<file path="config.mk">
export PLATFORM = sky130hd
export DESIGN_NAME = pi_heater_current_regulator
export DESIGN_NICKNAME = d
export VERILOG_FILES = /design/src/rtl/phcr_pkg.sv /design/src/rtl/pi_heater_current_regulator.sv
export SDC_FILE = /design/constraint.sdc
export NUM_CORES = 2
export LEC_CHECK = 0
export ABC_AREA = 0
export BUFFER_PORTS_ARGS = -buffer_cell sky130_fd_sc_hd__clkbuf_2
export CAP_MARGIN = 20
export CORE_ASPECT_RATIO = 2
export CORE_UTILIZATION = 48
export DETAILED_ROUTE_END_ITERATION = 12
export PLACE_DENSITY = 0.71
export RECOVER_POWER = 100
export SETUP_SLACK_MARGIN = 0.1
export SLEW_MARGIN = 10
export SYNTH_ARGS = -nofsm -noshare
export SYNTH_HDL_FRONTEND = slang
export SYNTH_SLANG_ARGS = --single-unit
</file>
<file path="constraint.sdc">
create_clock -name clk -period 18.4 [get_ports clk]
set_clock_uncertainty 0.1 [all_clocks]
set_input_delay 3.68 -clock clk [delete_from_list [all_inputs] [get_ports clk]]
set_output_delay 3.68 -clock clk [all_outputs]
set_load 0.01 [all_outputs]
</file>
<file path="src/rtl/phcr_pkg.sv">
package phcr_pkg;

  localparam int CFG_IDX_W  = 3;
  localparam int CFG_DATA_W = 16;

  localparam logic [CFG_IDX_W-1:0] REG_SETPOINT    = 3'd0;
  localparam logic [CFG_IDX_W-1:0] REG_GAIN_P      = 3'd1;
  localparam logic [CFG_IDX_W-1:0] REG_GAIN_I      = 3'd2;
  localparam logic [CFG_IDX_W-1:0] REG_ERR_THRESH  = 3'd3;
  localparam logic [CFG_IDX_W-1:0] REG_ERR_LIMIT   = 3'd4;
  localparam logic [CFG_IDX_W-1:0] REG_PWM_RANGE   = 3'd5;

  localparam logic [15:0] SETPOINT_RST   = 16'd0;
  localparam logic [15:0] GAIN_P_RST     = 16'd256;
  localparam logic [15:0] GAIN_I_RST     = 16'd26;
  localparam logic [15:0] ERR_THRESH_RST = 16'd100;
  localparam logic [7:0]  ERR_LIMIT_RST  = 8'd10;
  localparam logic [15:0] PWM_RANGE_RST  = 16'd1023;

  localparam int INTEG_W = 32;
  localparam int ERR_W   = 17;

  typedef struct packed {
    logic [15:0] measured;
    logic        active;
  } phcr_in_t;

  typedef struct packed {
    logic [15:0] pwm_value;
    logic        pwm_update;
    logic        broken_event;
    logic        wire_good;
  } phcr_out_t;

endpackage

</file>
<file path="src/rtl/pi_heater_current_regulator.sv">
// PI regulator for a heated-wire current with conditional-integration anti-windup
// and a fault detector for a wire whose error keeps growing.
// Input channel: in_valid, in_stall, in_data (measured value and active flag).
// Each input beat yields exactly one result beat on out_valid, out_stall, out_data.
// Configuration: cfg_we, cfg_idx, cfg_wdata; write only while the block is idle.
// An accepted beat is held in an input register; from there the error, both gain
// products, the clamp and the integral update are computed combinationally and
// loaded into the result register. Throughput is one beat per cycle while the
// receiver does not stall; the regulator state is updated as each beat moves
// into the result register, so consecutive beats see it at once.
// When the receiver stalls, the result register holds its beat and the input
// register keeps a second one; in_stall then rises until the result is taken.
// A synchronous reset (rst_n low) restores the default registers, clears the
// integral, previous error and fault count, and marks the wire good.
module pi_heater_current_regulator
  import phcr_pkg::*;
#(
  parameter int FRAC_BITS = 8
) (
  input  logic                  clk,
  input  logic                  rst_n,
  input  logic                  in_valid,
  output logic                  in_stall,
  input  phcr_in_t              in_data,
  output logic                  out_valid,
  input  logic                  out_stall,
  output phcr_out_t             out_data,
  input  logic                  cfg_we,
  input  logic [CFG_IDX_W-1:0]  cfg_idx,
  input  logic [CFG_DATA_W-1:0] cfg_wdata
);

  localparam int SW = 35;

  logic [15:0] setpoint_r, kp_r, ki_r, thresh_r, range_r;
  logic [7:0]  limit_r;

  logic                     s1_valid_r;
  phcr_in_t                 s1_data_r;
  logic                     out_valid_r;
  phcr_out_t                out_data_r, out_data_nxt;
  logic signed [INTEG_W-1:0] integ_r, integ_nxt;
  logic signed [ERR_W-1:0]  prev_err_r, prev_err_nxt;
  logic [7:0]               count_r, count_nxt;
  logic                     health_r, health_nxt;

  logic                     advance, fire;
  logic signed [ERR_W-1:0]  err;
  logic [ERR_W-1:0]         abs_err, prev_abs;
  logic                     growing, fault;
  logic signed [33:0]       p_prod, i_prod;
  logic signed [SW-1:0]     sum, top, clamped, i_sum;
  logic                     was_clamped, same_sign;
  logic signed [INTEG_W-1:0] integ_sat;

  assign advance   = !out_valid_r || !out_stall;
  assign fire      = s1_valid_r && advance;
  assign in_stall  = s1_valid_r && !advance;
  assign out_valid = out_valid_r;
  assign out_data  = out_data_r;

  always_ff @(posedge clk) begin
    if (!rst_n) begin
      setpoint_r <= SETPOINT_RST;
      kp_r       <= GAIN_P_RST;
      ki_r       <= GAIN_I_RST;
      thresh_r   <= ERR_THRESH_RST;
      limit_r    <= ERR_LIMIT_RST;
      range_r    <= PWM_RANGE_RST;
    end else if (cfg_we) begin
      case (cfg_idx)
        REG_SETPOINT:   setpoint_r <= cfg_wdata;
        REG_GAIN_P:     kp_r       <= cfg_wdata;
        REG_GAIN_I:     ki_r       <= cfg_wdata;
        REG_ERR_THRESH: thresh_r   <= cfg_wdata;
        REG_ERR_LIMIT:  limit_r    <= cfg_wdata[7:0];
        REG_PWM_RANGE:  range_r    <= cfg_wdata;
        default: ;
      endcase
    end
  end

  always_comb begin
    err      = $signed({1'b0, setpoint_r}) - $signed({1'b0, s1_data_r.measured});
    abs_err  = err[ERR_W-1] ? ERR_W'(-err) : ERR_W'(err);
    prev_abs = prev_err_r[ERR_W-1] ? ERR_W'(-prev_err_r) : ERR_W'(prev_err_r);
    growing  = (abs_err >= prev_abs) && (abs_err > {1'b0, thresh_r});
    fault    = growing && (count_r >= limit_r);

    p_prod = 34'(err) * 34'($signed({1'b0, kp_r}));
    i_prod = 34'(err) * 34'($signed({1'b0, ki_r}));
    sum    = SW'(p_prod) + SW'(integ_r);
    top    = $signed(SW'(range_r)) <<< FRAC_BITS;
    if (sum < 0) begin
      clamped = '0;
    end else if (sum > top) begin
      clamped = top;
    end else begin
      clamped = sum;
    end
    was_clamped = (sum < 0) || (sum > top);
    same_sign   = (err > 0 && integ_r > 0) || (err < 0 && integ_r < 0);

    i_sum = SW'(i_prod) + SW'(integ_r);
    if ((&i_sum[SW-1:INTEG_W-1]) || !(|i_sum[SW-1:INTEG_W-1])) begin
      integ_sat = i_sum[INTEG_W-1:0];
    end else if (i_sum[SW-1]) begin
      integ_sat = {1'b1, {(INTEG_W-1){1'b0}}};
    end else begin
      integ_sat = {1'b0, {(INTEG_W-1){1'b1}}};
    end

    integ_nxt    = integ_r;
    prev_err_nxt = prev_err_r;
    count_nxt    = count_r;
    health_nxt   = health_r;
    out_data_nxt.pwm_value    = '0;
    out_data_nxt.pwm_update   = 1'b0;
    out_data_nxt.broken_event = 1'b0;
    out_data_nxt.wire_good    = health_r;

    if (s1_data_r.active) begin
      if (growing) begin
        prev_err_nxt = err;
      end
      if (fault) begin
        count_nxt  = '0;
        health_nxt = 1'b0;
        out_data_nxt.broken_event = 1'b1;
        out_data_nxt.wire_good    = 1'b0;
      end else begin
        count_nxt = growing ? count_r + 8'd1 : '0;
        if (!(was_clamped && same_sign)) begin
          integ_nxt = integ_sat;
        end
        out_data_nxt.pwm_value  = clamped[FRAC_BITS +: 16];
        out_data_nxt.pwm_update = 1'b1;
      end
    end
  end

  always_ff @(posedge clk) begin
    if (!rst_n) begin
      s1_valid_r  <= 1'b0;
      out_valid_r <= 1'b0;
      integ_r     <= '0;
      prev_err_r  <= '0;
      count_r     <= '0;
      health_r    <= 1'b1;
    end else begin
      if (!in_stall) begin
        s1_valid_r <= in_valid;
      end
      if (advance) begin
        out_valid_r <= s1_valid_r;
      end
      if (fire) begin
        integ_r    <= integ_nxt;
        prev_err_r <= prev_err_nxt;
        count_r    <= count_nxt;
        health_r   <= health_nxt;
      end
    end
  end

  always_ff @(posedge clk) begin
    if (!in_stall && in_valid) begin
      s1_data_r <= in_data;
    end
    if (fire) begin
      out_data_r <= out_data_nxt;
    end
  end

  // Once the wire is declared broken it stays so until reset.
  a_health_sticky: assert property (@(posedge clk) disable iff (!rst_n)
    !health_r |=> !health_r)
    else $error("health flag recovered without reset");

  a_update_xor_broken: assert property (@(posedge clk) disable iff (!rst_n)
    out_valid_r |-> !(out_data_r.pwm_update && out_data_r.broken_event))
    else $error("drive update on a fault beat");

  a_idle_pwm_zero: assert property (@(posedge clk) disable iff (!rst_n)
    (out_valid_r && !out_data_r.pwm_update) |-> (out_data_r.pwm_value == '0))
    else $error("drive value without update");

  a_broken_not_good: assert property (@(posedge clk) disable iff (!rst_n)
    (out_valid_r && out_data_r.broken_event) |-> !out_data_r.wire_good)
    else $error("fault beat reports a good wire");

  a_stall_needs_beat: assert property (@(posedge clk) disable iff (!rst_n)
    in_stall |-> (s1_valid_r && out_valid_r))
    else $error("input stalled with no beat held");

endmodule

</file>
Word-level counts from Yosys, hierarchy flattened

Index checks and enable logic that the tools add are counted.

Register bits after elaboration: 184
Input bits: 41
Logic and storage cells: 84

Multipliers: 2
Bitwise operators: 3
$add $sub $neg: 6
Reduce and logical (&&, ||, !) cells: 31
Eq/ne operators: 5
Magnitude comparators: 9
Multiplexer cells: 10

Operators with widths:

| operator            | count |
|---|---|
| $add 34x32->35      | 2 |
| $mul 17x17->34      | 2 |
| $mux 32             | 2 |
| $gt 35x25->1        | 1 |
| $lt 35x1->1 const B | 1 |
| $mux 17             | 2 |
| $neg 17->17         | 2 |
| $gt 32x1->1 const B | 1 |
| $lt 32x1->1 const B | 1 |
| $mux 24             | 1 |
| $ge 17x17->1        | 1 |
| $gt 17x1->1 const B | 1 |
| $gt 17x16->1        | 1 |
| $lt 17x1->1 const B | 1 |
| $sub 16x16->17      | 1 |
| $mux 8              | 2 |
| $reduce_and 2->1    | 7 |
| $add 8x1->8 const B | 1 |
| $ge 8x8->1          | 1 |
| $logic_and 1x1->1   | 8 |
| $reduce_and 4->1    | 2 |
| $eq 3x2->1 const B  | 2 |
| $eq 3x3->1 const B  | 2 |
| $reduce_and 3->1    | 2 |
| 9 further kinds     | 19 |

Longest topological paths before layout

Depth in word-level cells: 8
Mapped depth: 45
Gate-level depth less buffers: 40

Worst setup path after synthesis

Ideal clock, no wire load.

Path type: reg-to-reg
Start: register setpoint_r[0]
End: register out_data_r, in the netlist out_data[10], data pin
Cell stages (with the launch flop): 42
Required time: 18.034 ns
Path buffers: 3
Data arrival time: 9.803 ns
Slack: 8.231 ns
Cells stage by stage: dfxtp_1 > inv_1 > ha_1 > inv_1 > fa_1 > a211o_1 > a21boi_0 > nor4_1 > o22a_1 > a31oi_1 > clkbuf_1 > clkbuf_1 > nand2_1 > inv_1 > fa_1 > inv_1 > fa_1 > inv_1 > (+6 left out) > a21oi_1 > and2_1 > a21oi_1 > a21bo_2 > a21o_1 > a21oi_1 > xnor2_1 > ha_1 > nand3_1 > nor2_1 > and4_1 > a31oi_1 > a211o_1 > or4_4 > o31ai_4 > buf_4 > mux2i_1 > nor2_1

Cells in the longest elaborated chain, start to end: 7
Elaborated cells on any way between the ends: 13

RTL lines:

| item                                                                   | line                               | source |
|---|---|---|
| from (decl)                                                            | pi_heater_current_regulator.sv:35  | `logic [15:0] setpoint_r, kp_r, ki_r, thresh_r, range_r;` |
| from (signal assigned)                                                 | pi_heater_current_regulator.sv:72  | `REG_SETPOINT: setpoint_r <= cfg_wdata;` |
| $sub 16x16->17 (*)                                                     | pi_heater_current_regulator.sv:84  | `err = $signed({1'b0, setpoint_r}) - $signed({1'b0, s1_data_r.measured});` |
| parallel branches: the longest is 6 deep, another holds $add 34x32->35 | n/a                                |  |
| to (signal assigned)                                                   | pi_heater_current_regulator.sv:171 | `out_data_r <= out_data_nxt;` |
| to (decl)                                                              | pi_heater_current_regulator.sv:41  | `phcr_out_t out_data_r, out_data_nxt;` |

Mark *: on every way between the ends.
A chain may end at the register's enable or synchronous reset.

Final worst setup path

Start: register setpoint_r[0]
End: register integ_r[10]

Cells in the longest elaborated chain, start to end: 8
Elaborated cells on any way between the ends: 29

RTL lines:

| item                                                         | line                                                                  | source |
|---|---|---|
| $sub 16x16->17 (*)                                           | pi_heater_current_regulator.sv:84                                     |  |
| $mul 17x17->34 / $neg 17->17 (equally long branches)         | pi_heater_current_regulator.sv:90, pi_heater_current_regulator.sv:85  |  |
| $add 34x32->35 / $mux 17 (equally long branches)             | pi_heater_current_regulator.sv:92, pi_heater_current_regulator.sv:85  |  |
| $lt 35x1->1, or another cell as far along                    | pi_heater_current_regulator.sv:101                                    | `was_clamped = (sum < 0) \|\| (sum > top);` |
| $logic_or 1x1->1 / $logic_and 1x1->1 (equally long branches) | pi_heater_current_regulator.sv:101, pi_heater_current_regulator.sv:87 |  |
| $logic_and 1x1->1, on equally long branches                  | pi_heater_current_regulator.sv:133, pi_heater_current_regulator.sv:88 |  |
| $not 1->1 (no source line)                                   | n/a                                                                   |  |
| $reduce_and 4->1 (no source line)                            | n/a                                                                   |  |
| to (signal assigned)                                         | pi_heater_current_regulator.sv:158                                    | `integ_r <= integ_nxt;` |
| to (decl)                                                    | pi_heater_current_regulator.sv:42                                     | `logic signed [INTEG_W-1:0] integ_r, integ_nxt;` |

Every way passes the cells marked *; elsewhere a longest branch is shown, timed or not.

==> PnR_summary.wiki <==
{| class="wikitable"
! Metric !! Value
|-
| Final max-slew violation count || between 200 and 300
|-
| Global-route met3 utilization || 4.58%
|-
| Die span in x || between 150 and 200 um
|-
| DR pass1 iterations || 5
|-
| Capturing element type of the critical path || flop
|-
| R2R cell count || 39
|-
| Outcome || finished, violations left
|-
| Net count reported at finish || 4,764
|-
| PortBufs || 61
|-
| Mapped Nets || 4,816
|-
| Netlist area before placement || 34,100 um^2
|-
| Utilization after layout || about half
|-
| Average cell area after synthesis || approximately 9 um^2
|-
| Static Leakage || between 15 and 20 nW
|-
| Global-route wire length before repair || about 160 mm
|-
| Crit path max-delay cell type || sky130_fd_sc_hd__clkbuf_1
|-
| Minimum hold slack || roughly 0.36 ns
|-
| Placed Cells || around 4,700
|-
| Final period util || between 70% and 80%
|-
| Post-Synthesis Cells || approximately 3,900
|-
| Initial cell density of the core || 48.7%
|-
| Final wirelength || around 100 mm
|-
| Yosys warnings || 0
|-
| DR vias/cell || roughly 5.6
|-
| Final-layout fill cell count || 6,532
|-
| CTS tree || yes
|-
| Number of antenna violations at the first check in global routing || 0
|-
| Clock Path Buffers || 2
|-
| RSZ-0062 raised after global routing || no
|-
| Count of flip-flops with a built-in enable after synthesis || 36
|-
| Clock insertion delay at the later pin of the skew report || a little under 0.5 ns
|-
| Area enclosed by the die boundary || between 70,000 and 80,000 um^2
|-
| Overall Global Routing Usage || roughly 30%
|-
| Transition at the pin with the smallest max-transition slack || 3.45 ns
|-
| Busiest metal layer after global routing || met2
|-
| Multi-input gate area || 25,900 um^2
|-
| PostCTS Resize Cnt || 0
|-
| Clk sink count || about 180
|-
| Violations in the final reports || capacitance limit, slew limit
|-
| Max Fanout on Critical Path || 35
|-
| Largest stage delay, worst path || between 1.5 and 2 ns
|-
| Synthesis-to-layout area growth || 4.84%
|-
| Number of distinct library cell variants in the gate-level netlist after synthesis || 78
|-
| DRC Markers || 0
|-
| Maximum number of pins on one net before global-route repair || 66
|-
| Final total power || roughly 5.6 mW
|-
| Headroom to the max-slew limit || -130%
|-
| Antenna-violating nets left || 0
|-
| 1st-iter DRT viols || around 1,500
|-
| CTS Root Buffer Type || sky130_fd_sc_hd__clkbuf_16
|-
| Hold buffer count at cts || 0
|-
| Number of non-filler instances in the completed layout || between 4,000 and 5,000
|-
| Synth async-reset ratio || 0%
|-
| Met2 capacity usage during global routing || about 56%
|-
| Total core area || approximately 70,000 um^2
|-
| Type of the worst min-delay path || flop to flop
|-
| Achievable Freq || a little over 70 MHz
|-
| Critical path launch point type || flop
|-
| Routed wirelength normalized by instance count || 21.7 um
|-
| Grt ovf || 0
|-
| CP arrival || about 14 ns
|-
| Number of failing hold endpoints at the final stage || 0
|-
| Post-CTS Setup Repair Bufs || 0
|-
| I/O pin count || between 60 and 70
|-
| Number of global-route vias before repair || 29,100
|-
| Die Height || 379 um
|-
| Number of storage elements in the synthesis netlist || around 180
|-
| Post-route minimum period || 14.10 ns
|-
| Total negative slack for setup checks || 0 ns
|-
| Setup violations, final || 0
|-
| Share of cells above drive strength 1 || 4.15%
|-
| Vias post-DR || 26,700
|-
| Portion of the post-synthesis area used by sequential elements || a little under an eighth
|-
| CP top delay family || adder cells
|-
| Kind of critical path || flop to flop
|-
| CP bufs+invs || 9
|-
| Clock H-tree levels || 4
|-
| FF/Latch Area || 4040 um^2
|-
| Placer Congestion || 0.938
|-
| CTS buffer count || 17
|-
| Rows || 137
|-
| Worst vdd rail ir drop || roughly 0.00051 V
|-
| Dominant register cell in the synthesized netlist || sky130_fd_sc_hd__dfxtp_1
|-
| Critical Path Stages || 39
|-
| Maxcap violations || 8
|-
| Met1 global-route usage || between 20% and 30%
|-
| Register clock-pin slew on the reported worst setup and hold paths || approximately 0.07 ns
|-
| Worst hold path cell count || 2
|-
| Final HPWL DP || 80.3 mm
|-
| Required time of the critical path || around 19 ns
|-
| Total power divided by cell area || 156 nW/um^2
|}
-- layer usage --
layer	part of all wire (%)	up-vias
met3	5.8	489
met5	0	-
met1	30	13400
met4	11	0
met2	53	1059
li1	-	11700
-- metrics by stage --
step           worst slack, ns  instance area (um^2)
2_1_floorplan             8.23                 34100
3_3_place_gp              7.15                 35200
3_5_place_dp              6.97                 35200
4_1_cts                   6.92                 35800
5_1_grt                   3.76                 35700
6_report                  4.30                 35700
-- flip-flops by register name (all words and copies together), names as in the netlist --
signal      flops
integ_r        32
out_data       19
prev_err_r     17
s1_data_r      17
ki_r           16
kp_r           16
range_r        16
setpoint_r     16
thresh_r       16
count_r         8
limit_r         8
health_r        1
out_valid       1
s1_valid_r      1
-- kinds of logic (layout without fill, tap and decap cells) --
kind of cell	count (synthesis)	count (layout)	synth area share, %
flops	184	184	11.9
other cells	0	1	0
simple gates	1084	1084	15.5
compound gates	462	462	9.19
mux	38	38	1.12
buf+inv	1101	1062	12.2
xor+xnor	92	92	2.37
fa+ha+maj	907	907	47.7
-- power breakdown --
part	switching, mW	leakage (nW)	internal [mW]
Clock	0.196	0.294	0.197
Sequential	0.0655	1.55	0.467
Combinational	2.90	15.7	1.73
Total	3.16	17.5	2.39
-- Yosys cell counts (all sizes together) (4+ instances only) --
cell / count / share of area [%]
nand2: 487 / 5.4
o211ai: 25 / 0.55
nor3: 20 / 0.29
a21o: 39 / 0.86
o221a: 31 / 1.0
a211oi: 18 / 0.40
o211a: 4 / 0.12
o2111ai: 7 / 0.20
inv: 930 / 10
a31oi: 17 / 0.31
nor2b: 51 / 0.94
or3: 15 / 0.28
o21a: 21 / 0.46
nand4: 25 / 0.46
o21ai: 72 / 1.1
o31ai: 17 / 0.42
nor2: 104 / 1.1
or2: 7 / 0.13
xor2: 35 / 0.90
xnor2: 57 / 1.5
buf: 16 / 0.29
nor4: 17 / 0.31
fa: 653 / 38
nand3b: 4 / 0.088
a211o: 7 / 0.18
a21oi: 154 / 2.3
a2111oi: 4 / 0.10
and3: 26 / 0.48
nor3b: 4 / 0.088
clkbuf: 155 / 1.7
a31o: 4 / 0.10
and2: 252 / 4.6
dfxtp: 148 / 8.7
and4: 5 / 0.13
edfxtp: 36 / 3.2
o31a: 4 / 0.10
mux2i: 37 / 1.1
nand3: 37 / 0.54
ha: 254 / 9.3
o21bai: 5 / 0.11
nand2b: 21 / 0.39
-- placed cells by master, fill, tap and decap left out, types with 5 or more instances in the layout --
cell / n
sky130_fd_sc_hd__a211o_1: 7
sky130_fd_sc_hd__a211oi_1: 17
sky130_fd_sc_hd__a21o_1: 39
sky130_fd_sc_hd__a21oi_1: 152
sky130_fd_sc_hd__a31oi_1: 16
sky130_fd_sc_hd__and2_1: 249
sky130_fd_sc_hd__and3_1: 26
sky130_fd_sc_hd__and4_1: 5
sky130_fd_sc_hd__buf_4: 34
sky130_fd_sc_hd__clkbuf_1: 29
sky130_fd_sc_hd__clkbuf_16: 17
sky130_fd_sc_hd__clkbuf_2: 36
sky130_fd_sc_hd__dfxtp_1: 148
sky130_fd_sc_hd__edfxtp_1: 36
sky130_fd_sc_hd__fa_1: 653
sky130_fd_sc_hd__ha_1: 254
sky130_fd_sc_hd__inv_1: 930
sky130_fd_sc_hd__inv_6: 6
sky130_fd_sc_hd__mux2i_1: 37
sky130_fd_sc_hd__nand2_1: 487
sky130_fd_sc_hd__nand2b_1: 21
sky130_fd_sc_hd__nand3_1: 37
sky130_fd_sc_hd__nand4_1: 25
sky130_fd_sc_hd__nor2_1: 103
sky130_fd_sc_hd__nor2b_1: 51
sky130_fd_sc_hd__nor3_1: 20
sky130_fd_sc_hd__nor4_1: 17
sky130_fd_sc_hd__o2111ai_1: 6
sky130_fd_sc_hd__o211ai_1: 25
sky130_fd_sc_hd__o21a_1: 21
sky130_fd_sc_hd__o21ai_0: 72
sky130_fd_sc_hd__o21bai_1: 5
sky130_fd_sc_hd__o221a_2: 29
sky130_fd_sc_hd__o31ai_1: 16
sky130_fd_sc_hd__or2_2: 7
sky130_fd_sc_hd__or3_1: 15
sky130_fd_sc_hd__xnor2_1: 56
sky130_fd_sc_hd__xor2_1: 32
-- worst min-delay path: stages (launching register included) --
cell,delay [ns]
sky130_fd_sc_hd__dfxtp_1,0.31
sky130_fd_sc_hd__nand2_1,0.05
sky130_fd_sc_hd__a21oi_1,0.05
-- path summary, 6_finish.rpt --
kind	start	endpoint	slack (ns)
max reg2reg	setpoint_r[0]$_SDFFE_PN0P_	integ_r[10]$_SDFFE_PN0P_	4.30
max	setpoint_r[0]$_SDFFE_PN0P_	integ_r[10]$_SDFFE_PN0P_	4.30
min	limit_r[2]$_SDFFE_PN0P_	limit_r[2]$_SDFFE_PN0P_	0.36
min reg2reg	limit_r[2]$_SDFFE_PN0P_	limit_r[2]$_SDFFE_PN0P_	0.36
-- area by class of cell --
| type | instances | area share [%] |
|---|---|---|
| Antenna cell | 1 | 0.00701 |
| Clock buffer | 18 | 1.23 |
| Clock inverter | 14 | 0.420 |
| Inverter | 930 | 9.77 |
| Multi-Input combinational cell | 2583 | 72.5 |
| Sequential cell | 184 | 11.3 |
| Tap cell | 903 | 3.16 |
| Timing Repair Buffer | 100 | 1.54 |
Note: power is estimated with default switching activity, not from simulation.
